[config.mk]
export PLATFORM = sky130hd
export DESIGN_NAME = led_pixel_dither_serializer
export DESIGN_NICKNAME = d
export VERILOG_FILES = /design/src/hdl/ldser_pkg.sv /design/src/hdl/led_pixel_dither_serializer.sv
export SDC_FILE = /design/constraint.sdc
export NUM_CORES = 1
export LEC_CHECK = 0
export BUFFER_PORTS_ARGS = -buffer_cell sky130_fd_sc_hd__clkbuf_2
export CORE_MARGIN = 2
export CORE_UTILIZATION = 40
export DETAILED_ROUTE_END_ITERATION = 10
export GPL_ROUTABILITY_DRIVEN = 0
export PLACE_DENSITY_LB_ADDON = 0.08
export SYNTH_ARGS = -nofsm -noshare
export SYNTH_HDL_FRONTEND = slang
export SYNTH_SLANG_ARGS = --single-unit
export TNS_END_PERCENT = 20
[constraint.sdc]
create_clock -name clk -period 6.3 [get_ports clk]
set_input_delay 0.945 -clock clk [delete_from_list [all_inputs] [get_ports clk]]
set_output_delay 0.945 -clock clk [all_outputs]
set_load 0.02 [all_outputs]
[src/hdl/ldser_pkg.sv]
`timescale 1ns / 1ps
// ----------------------------------------------------------------------------
// ldser_pkg
// Types and constants for the LED pixel dither serializer: transaction
// structs for both channels, operation codes and payload constants.
// ----------------------------------------------------------------------------
package ldser_pkg;

    localparam logic OP_SET_COLOUR = 1'b0;
    localparam logic OP_TICK       = 1'b1;

    localparam logic [15:0] PAYLOAD_MARK = 16'h8000;
    localparam logic [7:0]  CHAN_MAX     = 8'hFF;
    localparam logic [3:0]  BITS_PER_BYTE = 4'd8;

    typedef struct packed {
        logic       op;
        logic [7:0] red;
        logic [7:0] green;
        logic [7:0] blue;
    } ldser_req_t;

    typedef struct packed {
        logic       data_bit;
        logic [5:0] frame_bit_index;
    } ldser_rsp_t;

endpackage

[src/hdl/led_pixel_dither_serializer.sv]
`timescale 1ns / 1ps
// ----------------------------------------------------------------------------
// led_pixel_dither_serializer
// Serializes a repeating LED pixel frame, one data bit per tick transaction,
// with a 5-5-5 payload word (green, blue, red) rebuilt once per frame under temporal dither.
// ----------------------------------------------------------------------------
// A transaction on req either stores a new colour (op clear) or requests one
// serial bit (op set). Each tick returns one rsp transaction with the data bit
// and its position in the frame; colour writes return nothing and take effect
// at the next payload rebuild, which happens when frame byte 1 is loaded and
// is sent from the following frame on. One transaction is taken per clock: a
// request passes an input register and then the output register, where the
// result is held; the only stall comes from rsp_ready held low with a result
// waiting in the output register.
// ----------------------------------------------------------------------------
module led_pixel_dither_serializer
    import ldser_pkg::*;
#(
    parameter int FRAME_BYTES = 8
)
(
    input  logic       clk,
    input  logic       rst_n,
    input  logic       req_valid,
    output logic       req_ready,
    input  ldser_req_t req,
    output logic       rsp_valid,
    input  logic       rsp_ready,
    output ldser_rsp_t rsp
);

    localparam int SW = $clog2(FRAME_BYTES);
    localparam logic [SW-1:0] LAST_SLOT = SW'(FRAME_BYTES - 1);
    localparam logic [SW-1:0] SLOT_ONE  = SW'(1);
    localparam logic [SW-1:0] SLOT_ZERO = SW'(0);

    logic            in_valid_reg;
    ldser_req_t      in_item_reg;
    logic            out_valid_reg;
    ldser_rsp_t      out_item_reg;

    logic [7:0]      red_reg, green_reg, blue_reg;
    logic [3:0]      dither_phase_reg;
    logic [15:0]     payload_word_reg;
    logic [7:0]      shift_byte_reg;
    logic [SW-1:0]   next_slot_reg;
    logic [3:0]      bits_left_reg;

    logic [3:0]      dither_phase_next;
    logic [15:0]     payload_word_next;
    logic [7:0]      shift_byte_next;
    logic [SW-1:0]   next_slot_next;
    logic [3:0]      bits_left_next;
    ldser_rsp_t      out_item_next;

    logic            advance;
    logic            is_tick;
    logic [2:0]      bit_sel;
    logic [SW-1:0]   cur_slot;
    logic [SW-1:0]   slot_inc;
    logic [SW+2:0]   pos_full;
    logic [4:0]      offset;

    // clamp channel plus offset to 0..255 and keep the top 5 bits
    function automatic logic [4:0] chan5(input logic [7:0] v, input logic [4:0] d);
        logic [9:0] s;
        begin
            s = {2'b00, v} + {{5{d[4]}}, d};
            if (s[9])
            begin
                chan5 = 5'd0;
            end
            else if (s[8])
            begin
                chan5 = CHAN_MAX[7:3];
            end
            else
            begin
                chan5 = s[7:3];
            end
        end
    endfunction

    assign advance   = in_valid_reg && (!out_valid_reg || rsp_ready);
    assign req_ready = !in_valid_reg || advance;
    assign is_tick   = (in_item_reg.op == OP_TICK);
    assign rsp_valid = out_valid_reg;
    assign rsp       = out_item_reg;

    assign bit_sel  = 3'(bits_left_reg - 4'd1);
    assign cur_slot = (next_slot_reg == SLOT_ZERO) ? LAST_SLOT : next_slot_reg - SLOT_ONE;
    assign slot_inc = (next_slot_reg == LAST_SLOT) ? SLOT_ZERO : next_slot_reg + SLOT_ONE;
    assign pos_full = {cur_slot, 3'd7 - bit_sel};

    // dither counter step and offset
    always_comb
    begin
        if (dither_phase_reg == 4'd7 || dither_phase_reg == 4'b1000)
        begin
            dither_phase_next = 4'd0;
        end
        else if (dither_phase_reg[3])
        begin
            dither_phase_next = 4'd0 - dither_phase_reg;
        end
        else
        begin
            dither_phase_next = ~dither_phase_reg;
        end
        offset = {dither_phase_next[3], dither_phase_next} + 5'd1;
    end

    always_comb
    begin
        payload_word_next = PAYLOAD_MARK | {1'b0, chan5(green_reg, offset),
                            chan5(blue_reg, offset), chan5(red_reg, offset)};
        out_item_next.data_bit        = shift_byte_reg[bit_sel];
        out_item_next.frame_bit_index = 6'(pos_full);
        case (next_slot_reg)
            SLOT_ZERO: shift_byte_next = payload_word_reg[15:8];
            SLOT_ONE:  shift_byte_next = payload_word_reg[7:0];
            default:   shift_byte_next = 8'd0;
        endcase
        next_slot_next = slot_inc;
        bits_left_next = (bit_sel == 3'd0) ? BITS_PER_BYTE : {1'b0, bit_sel};
    end

    always_ff @(posedge clk or negedge rst_n)
    begin
        if (!rst_n)
        begin
            in_valid_reg     <= 1'b0;
            out_valid_reg    <= 1'b0;
            red_reg          <= 8'd0;
            green_reg        <= 8'd0;
            blue_reg         <= 8'd0;
            dither_phase_reg <= 4'd0;
            payload_word_reg <= 16'd0;
            shift_byte_reg   <= 8'd0;
            next_slot_reg    <= SLOT_ONE;
            bits_left_reg    <= BITS_PER_BYTE;
        end
        else
        begin
            if (req_ready)
            begin
                in_valid_reg <= req_valid;
            end
            if (advance && is_tick)
            begin
                out_valid_reg <= 1'b1;
            end
            else if (rsp_ready)
            begin
                out_valid_reg <= 1'b0;
            end
            if (advance && !is_tick)
            begin
                red_reg   <= in_item_reg.red;
                green_reg <= in_item_reg.green;
                blue_reg  <= in_item_reg.blue;
            end
            if (advance && is_tick)
            begin
                bits_left_reg <= bits_left_next;
                if (bit_sel == 3'd0)
                begin
                    shift_byte_reg <= shift_byte_next;
                    next_slot_reg  <= next_slot_next;
                    if (next_slot_reg == SLOT_ONE)
                    begin
                        payload_word_reg <= payload_word_next;
                        dither_phase_reg <= dither_phase_next;
                    end
                end
            end
        end
    end

    always_ff @(posedge clk)
    begin
        if (req_valid && req_ready)
        begin
            in_item_reg <= req;
        end
        if (advance && is_tick)
        begin
            out_item_reg <= out_item_next;
        end
    end

`ifndef SYNTHESIS
    a_bits_left_range: assert property (@(posedge clk) disable iff (!rst_n)
        bits_left_reg >= 4'd1 && bits_left_reg <= BITS_PER_BYTE)
        else $error("bits_left out of range");

    a_dither_range: assert property (@(posedge clk) disable iff (!rst_n)
        dither_phase_reg != 4'b1000)
        else $error("dither phase reached minus eight");

    a_slot_range: assert property (@(posedge clk) disable iff (!rst_n)
        int'(next_slot_reg) < FRAME_BYTES)
        else $error("frame slot out of range");

    a_byte_reload: assert property (@(posedge clk) disable iff (!rst_n)
        advance && is_tick && bits_left_reg == 4'd1 |=> bits_left_reg == BITS_PER_BYTE)
        else $error("bit counter not reloaded after last bit");

    a_colour_no_result: assert property (@(posedge clk) disable iff (!rst_n)
        advance && !is_tick && !out_valid_reg |=> !out_valid_reg)
        else $error("colour write produced a result");
`endif

endmodule

==> impl_results.md, run 1 <==
- Outcome: complete, no violations
- CP startpoint kind: flip-flop
- Residual DRC: 0
- Final ANT Viol Nets: 0
- CORE AREA: 11900 sq um
- Total CTS buffers: 9
- Crit-path cells: inv_1 -> ha_1 -> nand2b_4 -> a21oi_4 -> inv_1 -> ha_1 -> a21oi_4 -> ha_1 -> a21oi_1 -> a21boi_0 -> o21ai_0 -> a31oi_1 -> xnor2_1 -> nand2_1 -> o21ai_1
- ANT cells: 0
- Avg Cell Area, Syn: 11.5 sq um
- Crit path DAT: 4.11 ns
- Minimum clock period: 3.84 ns
- Syn_nets: 487
- TritonRoute pass-1 iters: 4
- CTS sink count: 92
- 1st-iter DRT viols: 151
- Reg-to-reg startpoint: dither_phase_reg[0]$_DFFE_PN0P_
- Die X-Extent: 114 um
- Top cell type's share of synthesized area: 30.5%
- Yosys warning count: 0
- Layout net count: 527
- Main area contributors after synthesis: dfrtp_1 30%, edfxtp_1 20%, ha_1 9.6%
- Hold wc startpoint: in_item_reg[7]$_DFFE_PP_
- Max incr delay on CP: 0.49 ns
- CTS resizes: 0
- R2R depth: 15
- Final worst setup slack: 2.46 ns
- Worst Skew: 0.00789 ns
- Cell variety after synth: 57
- Row cnt: 40
- H-tree depth: 3
- Area growth syn-to-layout: 12.6%
- Setup tns final: 0 ns
- Post-synthesis cell area: 4850 sq um
- Global-route total usage across every layer: 15.6%
- # setup viols final: 0
- Die outline area: 13000 sq um
- Lkg Pwr: 0.00235 uW
- DR vias/cell: 5.15
- Cell taking the most area after synthesis: dfrtp_1
- Period utilization: 61.0%
- Drt wl/cell: 14.7 um
- Overall Power: 3320 uW
- CP max-delay cell: a21oi_4
- CP Capture Type: flip-flop
- Total global routing overflow: 0
- Io pins: 38
- Max-slew headroom: 25.5%
- Post-CTS Hold Fix Bufs: 0
- Top cells by count, synth: 59 x dfrtp_1, 52 x nand2_1, 37 x ha_1
- Max VDD drop: 0.223 mV
- Hold crit path type: reg2reg
- Max reg flops: 24
- Fillers: 1167
- Peak fanout along the critical path: 18
- Hold worst-path end: blue_reg[7]$_DFFE_PN0P_
- Hold depth: 2
- Max Slew Vio Count: 0
- Total wire length: 9.01 mm
- Seq cells post-synth: 92
- Tightest Pin Transition: 1.12 ns
- Post-Syn Instances: 421
- DPL Wire Length: 6.58 mm
- IO Port Bufs: 37
- DR vias: 3160
- Most numerous cell in the Yosys netlist: dfrtp_1
- Max Cap Viol: 0
- Hold Vio Cnt, Final: 0
- Most numerous cell on the critical path: ha_1
- Clk buf depth: 2
- Initial antenna violation count: 0
- CP Class: reg2reg
- Setup slack at placement: 2.45 ns
- Clock transition at path regs: 0.06 ns
- FFs w/ async S/R, synth: 65.2%
- RSZ-0062 raised after global routing: no
- Post-CTS Setup Bufs: 0
- Required @ worst endpoint: 6.57 ns
- First-pass GRT wire length: 15.7 mm
- Worst reg2reg setup slack: 2.46 ns
- Layout cells sized above 1: 21.7%
- Largest net degree at the start of global routing: 61
- Pwr Density: 608 nW/um^2
- Ys flop type: dfrtp_1
- Vias in the first global route: 3152
- Die Y: 114 um
- Root Driver: clkbuf_16
- CTS tree: done
- Clock latency on the worst-skew pair: 0.35 ns
- Post-synth EDFFs: 32
- Worst flop-to-flop path endpoint: payload_word_reg[2]$_DFFE_PN0P_
- Seq/Total Area, Yosys: 50.8%
- Initial core utilization: 40.7%
- Max Clock Freq: 260 MHz
cells in the final DEF, fill, tap and decap left out, types with 4 or more instances in the layout:
master,synthesis,routed
dfrtp_1,59,59
ha_1,37,37
mux2_2,24,24
nand2_1,52,52
nor2_1,24,23
xnor2_1,20,20
clkbuf_16,0,9
nor3_1,5,5
a221o_1,8,8
inv_1,17,17
o21ai_1,16,16
a21o_1,6,6
xor2_1,7,7
edfxtp_1,32,32
o21ai_0,9,9
a21oi_1,20,20
o31ai_1,8,8
nand3_1,8,8
nand2b_1,4,4
clkbuf_2,0,37
o21bai_1,4,4
how the worst max path moves through the flow:
stage | slack [ns] | end | depth (start not counted) | start
finish | 2.46 | payload_word_reg[2]$_DFFE_PN0P_ | 15 | dither_phase_reg[0]$_DFFE_PN0P_
global route | 2.00 | payload_word_reg[4]$_DFFE_PN0P_ | 15 | dither_phase_reg[0]$_DFFE_PN0P_
CTS | 2.44 | payload_word_reg[2]$_DFFE_PN0P_ | 15 | dither_phase_reg[0]$_DFFE_PN0P_
detailed placement | 2.45 | payload_word_reg[2]$_DFFE_PN0P_ | 15 | dither_phase_reg[0]$_DFFE_PN0P_
global placement | 2.57 | payload_word_reg[2]$_DFFE_PN0P_ | 15 | dither_phase_reg[0]$_DFFE_PN0P_
floorplan | 3.05 | payload_word_reg[10]$_DFFE_PN0P_ | 14 | dither_phase_reg[0]$_DFFE_PN0P_
per-layer routing:
| layer | GRT usage, % | up-vias | part of all wire (%) |
|---|---|---|---|
| li1 | - | 1597 | - |
| met1 | 21.0 | 1503 | 49 |
| met2 | 24.1 | 46 | 45 |
| met3 | 3.39 | 14 | 2.8 |
| met4 | 7.56 | 0 | 2.4 |
| met5 | 0 | - | 0 |
worst max-delay path: cells and delay by family, from the launching register on:
family	cells	cell delay, ns
adder cells (fa/ha/maj)	3	0.93
XOR/XNOR	1	0.31
flip-flops	1	0.47
buffers and inverters	2	0.16
AO/OA/AOI/OAI	7	1.66
AND/OR/NAND/NOR	2	0.24
power breakdown:
| group | internal [uW] | leakage (uW) | switching (uW) |
|---|---|---|---|
| Clock | 288 | 0.000137 | 212 |
| Sequential | 782 | 0.00106 | 111 |
| Combinational | 821 | 0.00115 | 1110 |
| Total | 1890 | 0.00235 | 1430 |
through the flow:
| step | hold slack [ns] | cell area, sq um | cells | util, % |
|---|---|---|---|---|
| floorplan | 0.426 | 4850 | 421 | - |
| global placement | 0.440 | 5180 | 597 | 43.5 |
| detailed placement | 0.439 | 5180 | 597 | 43.5 |
| CTS | 0.454 | 5460 | 613 | 45.8 |
| global route | 0.487 | 5460 | 613 | 45.8 |
| finish | 0.449 | 5460 | 613 | 45.8 |
cells by family (layout without fill, tap and decap cells):
group,count (synthesis),after routing,synth area share [%]
AND/OR/NAND/NOR,109,109,10.2
AO/OA/AOI/OAI,100,100,15.4
flip-flops,92,92,50.8
adder cells (fa/ha/maj),37,37,9.55
buffers and inverters,30,75,2.63
XOR/XNOR,27,27,4.88
multiplexers,26,26,6.50
layout make-up:
class	count	area (sq um)	share of cell area, %
Timing Repair Buffer	40	208	3.80
Clock inverter	2	10.0	0.183
Inverter	19	71.3	1.31
Clock buffer	14	264	4.84
Multi-Input combinational cell	299	2260	41.4
Tap cell	147	184	3.37
Sequential cell	92	2460	45.1
Power figures use the tool's default switching activity.
==> inputs of run 2 (changes only) <==
Clock period 6.3 ns to 3.3 ns, I/O delays scaled along.
==> run 2 against run 1 <==
Global-route usage up 0.59 points; worst setup slack worse by 2.3 ns; largest cell class is now multi-input gates; sequential share of layout area down 4.2 points; critical path depth down 2; non-clock buffer count up 39.
==> impl_results.md, run 2 (synthesized netlist as in run 1, its figures left out) <==
- Outcome: complete, no violations
- Hold Vio Cnt, Final: 0 (unchanged)
- Most numerous cell on the critical path: ha_4
- Max Clock Freq: 318 MHz (+22%)
- Minimum clock period: 3.14 ns (-0.697 ns)
- CP Capture Type: flip-flop
- Root Driver: clkbuf_16
- H-tree depth: 3 (unchanged)
- Period utilization: 95.3% (+34 points)
- Crit path max-delay family: compound AO/OA/AOI/OAI gates
- Hold crit path type: in2async
- Initial antenna violation count: 0 (unchanged)
- Max Cap Viol: 0 (unchanged)
- Critical path buffers and inverters: 2 (unchanged)
- Final non-filler cell area: 6030 sq um (+10%)
- Grt met3 use: 3.18% (-0.21 points)
- Total CTS buffers: 9 (unchanged)
- Total global routing overflow: 0 (unchanged)
- DR vias: 3363 (+6.4%)
- Final ANT Viol Nets: 0 (unchanged)
- Most common cell after layout, fill and taps aside: dfrtp_1
- TritonRoute pass-1 iters: 4 (unchanged)
- Vias in the first global route: 3407 (+8.1%)
- CTS tree: done
- Reg area: 2460 sq um (about the same)
- Layout cells sized above 1: 35.4% (+14 points)
- Post-CTS Hold Fix Bufs: 0 (unchanged)
- Tightest Pin Transition: 1.06 ns (-0.0579 ns)
- Max-slew headroom: 29.3% (+3.9 points)
- # setup viols final: 0 (unchanged)
- Reg-to-reg startpoint: dither_phase_reg[0]$_DFFE_PN0P_
- Die outline area: 13000 sq um (unchanged)
- Required @ worst endpoint: 3.52 ns (-3.05 ns)
- Initial core utilization: 40.7% (unchanged)
- Fillers: 1067 (-8.6%)
- Die X-Extent: 114 um (unchanged)
- Drt wl/cell: 15.6 um (+6.2%)
- CP Class: reg2reg
- RSZ-0062 raised after global routing: yes
- Die Y: 114 um (unchanged)
- Max incr delay on CP: 0.46 ns (-0.03 ns)
- Max Slew Vio Count: 0 (unchanged)
- R2R depth: 13 (-2)
- Peak fanout along the critical path: 5 (-13)
- GRT met1 Usage: 21.7% (+0.68 points)
- Worst Skew: 0.00601 ns (-0.00189 ns)
- Global-route total usage across every layer: 16.2% (+0.59 points)
- ANT cells: 0 (unchanged)
- IO Port Bufs: 37 (unchanged)
- Most frequent cells in the layout: 58 x dfrtp_1, 52 x nand2_1, 40 x buf_4
- DR vias/cell: 5.16 (about the same)
- Clock transition at path regs: 0.06 ns (about the same)
- Clock latency on the worst-skew pair: 0.34 ns (about the same)
- Gr busiest metal: met2
- Worst reg2reg setup slack: 0.16 ns (-2.30 ns)
- Worst setup startpoint: dither_phase_reg[0]$_DFFE_PN0P_
- CP max-delay cell: dfrtp_2
- Io pins: 38 (unchanged)
- Crit-path cells: ha_4 -> a211oi_4 -> a21oi_4 -> inv_1 -> ha_4 -> xor2_4 -> ha_1 -> buf_4 -> a221o_1 -> a211oi_2 -> nor3_2 -> o21ai_2 -> o21ai_1
- First-pass GRT wire length: 16.5 mm (+5.5%)
- Worst flop-to-flop path endpoint: payload_word_reg[8]$_DFFE_PN0P_
- Met2 GRT Util: 26.6% (+2.5 points)
- Clk buf depth: 2 (unchanged)
- Crit path DAT: 3.36 ns (-0.75 ns)
- Row cnt: 40 (unchanged)
- DPL Wire Length: 7.08 mm (+7.7%)
- 1st-iter DRT viols: 129 (-15%)
- Total wire length: 10.2 mm (+13%)
- Layout net count: 566 (+7.4%)
- CTS sink count: 92 (unchanged)
- Area growth syn-to-layout: 24.3%
- Residual DRC: 0 (unchanged)
- CP Depth: 13 (-2)
- CORE AREA: 11900 sq um (unchanged)
- CP startpoint kind: flip-flop
- Area of the multi-input gates: 2520 sq um (+11%)
- Largest net degree at the start of global routing: 29 (-52%)
- Placed standard-cell area: 5440 sq um (+4.9%)
- Max reg flops: 24 (unchanged)
[run 2: changes by cell type in the layout (fill, tap and decap cells not counted), sizes merged]
cell / change
buf: +39
clkinv: +1
clkbuf: -3
inv: +1
clkinvlp: +1
[run 2: per-layer routing]
metal	wire, um	up-vias
li1	-	1672
met1	4800	1637
met2	4980	43
met3	266	11
met4	129	0
met5	0	-
[run 2: how the worst max path moves through the flow]
stage / to / slack, ns
final: payload_word_reg[8]$_DFFE_PN0P_ / 0.16
after detailed placement: payload_word_reg[14]$_DFFE_PN0P_ / -0.03
after CTS: payload_word_reg[13]$_DFFE_PN0P_ / 0.02
after floorplan: payload_word_reg[10]$_DFFE_PN0P_ / 0.05
after global routing: payload_word_reg[14]$_DFFE_PN0P_ / -0.06
after global placement: payload_word_reg[0]$_DFFE_PN0P_ / 0.03
[run 2: stage by stage]
stage,setup WS [ns],instances,utilization (%),setup TNS [ns],hold slack [ns]
6_report,0.155,652,50.6,0,0.170
5_1_grt,-0.0582,652,50.6,-0.190,0.221
4_1_cts,0.0217,646,48.2,0,0.189
3_5_place_dp,-0.0317,629,45.7,-0.274,0.446
3_3_place_gp,0.0287,629,45.7,0,0.436
2_1_floorplan,0.0495,421,-,0,0.199
[run 2: final cells by class]
type | instances | area share, %
Sequential cell | 92 | 40.9
Multi-Input combinational cell | 299 | 41.8
Clock buffer | 11 | 3.86
Inverter | 19 | 1.18
Tap cell | 147 | 3.05
Clock inverter | 5 | 0.644
Timing Repair Buffer | 79 | 8.58
[run 2: what timing repair did]
item                       4_1_cts  5_1_grt
resized for setup                7       41
pin swaps                        3       22
setup endpoints to repair       15       15
buffers inserted                 1        7
Power of run 2 is left out: the tool's default activity adds up to more than one toggle a clock period on the data nets, which glitch-free logic cannot reach.
==> inputs of run 3 (changes only) <==
Settings changed: CTS_BUF_LIST set to sky130_fd_sc_hd__clkbuf_8.
==> run 3 against run 2 <==
Cell count grew 0.61%; global-route usage barely moved; highest routed layer unchanged; clock-buffer cell count fell by 2; critical path depth increased by 1; sequential share of layout area is 0.085 points higher; via count is 1.2% higher; critical path type unchanged; largest cell class unchanged; clock skew is 0.0022 ns higher.
==> impl_results.md, run 3 (synthesized netlist as in run 1, its figures left out) <==
- Fillers: 1084 (+1.6%)
- Most common cell after layout, fill and taps aside: dfrtp_1
- Die Y: 114 um (unchanged)
- Clock latency on the worst-skew pair: 0.37 ns (+0.03 ns)
- Max Slew Vio Count: 0 (unchanged)
- ANT cells: 0 (unchanged)
- R2R depth: 14 (+1)
- 1st-iter DRT viols: 139 (+7.8%)
- Area of the multi-input gates: 2570 sq um (+2.0%)
- Crit-path cells: buf_4 -> buf_4 -> and2_4 -> a21oi_4 -> inv_2 -> ha_4 -> xor2_4 -> ha_1 -> buf_4 -> a221o_1 -> a211oi_2 -> nor3_2 -> o21ai_2 -> o21ai_1
- Max incr delay on CP: 0.45 ns (about the same)
- TritonRoute pass-1 iters: 4 (unchanged)
- Die X-Extent: 114 um (unchanged)
- Hold crit path type: in2async
- Clk buf depth: 2 (unchanged)
- Peak fanout along the critical path: 5 (unchanged)
- Total wire length: 10.4 mm (+1.8%)
- CTS sink count: 92 (unchanged)
- Max Cap Viol: 0 (unchanged)
- # setup viols final: 0 (unchanged)
- Root Driver: clkbuf_8
- Die outline area: 13000 sq um (unchanged)
- CP Class: reg2reg
- CTS tree: done
- Max Clock Freq: 316 MHz (-0.62%)
- Initial antenna violation count: 0 (unchanged)
- Max reg flops: 24 (unchanged)
- H-tree depth: 3 (unchanged)
- Tightest Pin Transition: 1.09 ns (+0.0280 ns)
- Total global routing overflow: 0 (unchanged)
- Drt wl/cell: 15.8 um (+1.2%)
- Max-slew headroom: 27.4% (-1.9 points)
- Reg area: 2460 sq um (unchanged)
- Worst Skew: 0.00822 ns (+0.00221 ns)
- Period utilization: 95.9% (+0.59 points)
- Layout net count: 570 (+0.71%)
- CP Depth: 14 (+1)
- CP Capture Type: flip-flop
- Placed Cells: 629 (unchanged)
- DR vias/cell: 5.19 (+0.63%)
- Most frequent cells in the layout: 58 x dfrtp_1, 51 x nand2_1, 44 x buf_4
- CORE AREA: 11900 sq um (unchanged)
- Hold Vio Cnt, Final: 0 (unchanged)
- Non-Filler Instances: 656 (+0.61%)
- First-pass GRT wire length: 16.5 mm (about the same)
- Crit path max-delay family: compound AO/OA/AOI/OAI gates
- CP max-delay cell: dfrtp_2
- Area growth syn-to-layout: 24.1%
- Total CTS buffers: 9 (unchanged)
- DR vias: 3405 (+1.2%)
- CP startpoint kind: flip-flop
- Global-route total usage across every layer: 16.3% (+0.047 points)
- Final ANT Viol Nets: 0 (unchanged)
- IO Port Bufs: 37 (unchanged)
- DPL Wire Length: 7.08 mm (unchanged)
- Initial core utilization: 40.7% (unchanged)
- Layout cells sized above 1: 37.5% (+2.1 points)
- Row cnt: 40 (unchanged)
- Outcome: complete, no violations
- Critical path buffers and inverters: 4 (+2)
- Hold WS: 0.136 ns (-0.0333 ns)
- Largest net degree at the start of global routing: 29 (unchanged)
- Required @ worst endpoint: 3.55 ns (+0.03 ns)
- Residual DRC: 0 (unchanged)
- Io pins: 38 (unchanged)
- Clock transition at path regs: 0.09 ns (+0.03 ns)
- Vias in the first global route: 3400 (-0.21%)
- Most numerous cell on the critical path: buf_4
- Minimum clock period: 3.16 ns (+0.0195 ns)
- RSZ-0062 raised after global routing: yes
- Crit path DAT: 3.41 ns (+0.05 ns)
run 3: changes by cell type in the layout (fill, tap and decap cells not counted), sizes merged:
| cell | delta |
|---|---|
| buf | +4 |
| clkbuf | -2 |
| inv | +2 |
run 3: final cells by class:
cell class              count  share of cell area, %
multi-input cells         299                   42.7
flip-flops and latches     92                   41.0
repair buffers             83                   9.24
well taps                 147                   3.06
clock buffers               9                   2.06
inverters                  19                   1.19
clock inverters             7                  0.770
run 3: path summary, 6_finish.rpt:
kind                       slack, ns                             from                               end
setup / recovery                0.14  dither_phase_reg[0]$_DFFE_PN0P_   payload_word_reg[8]$_DFFE_PN0P_
hold / removal                  0.14                            rst_n      bits_left_reg[2]$_DFFE_PN0P_
setup reg to reg                0.14  dither_phase_reg[0]$_DFFE_PN0P_   payload_word_reg[8]$_DFFE_PN0P_
hold reg to reg                 0.46        in_item_reg[23]$_DFFE_PP_            red_reg[7]$_DFFE_PN0P_
max in group asynchronous       2.41                            rst_n  payload_word_reg[12]$_DFFE_PN0P_
min in group clk                0.30                          req[24]                 is_tick$_DFFE_PP_
run 3: per-layer routing:
| metal | part of all wire, % | global-route usage (%) |
|---|---|---|
| met1 | 47 | 21.7 |
| met2 | 48 | 26.6 |
| met3 | 2.4 | 3.18 |
| met4 | 2.0 | 5.85 |
| met5 | 0 | 0 |
run 3: repair_timing:
item                                    in CTS  in global routing
cloned                                       0                  0
setup buffers                                1                 11
pin swaps                                    3                 28
gates resized for setup                      6                 59
endpoints found under the setup margin      15                 15
endpoints found under the hold margin        0                  0
hold buffers                                 0                  0
run 3: through the flow:
step / cell area [sq um] / setup WS [ns] / TNS [ns] / util (%)
2_1_floorplan: 4850 / 0.0495 / 0 / -
3_3_place_gp: 5440 / 0.0287 / 0 / 45.7
3_5_place_dp: 5440 / -0.0317 / -0.274 / 45.7
4_1_cts: 5650 / 0.00297 / 0 / 47.4
5_1_grt: 6010 / -0.0659 / -0.268 / 50.5
6_report: 6010 / 0.136 / 0 / 50.5
Power of run 3 is left out for the same reason.
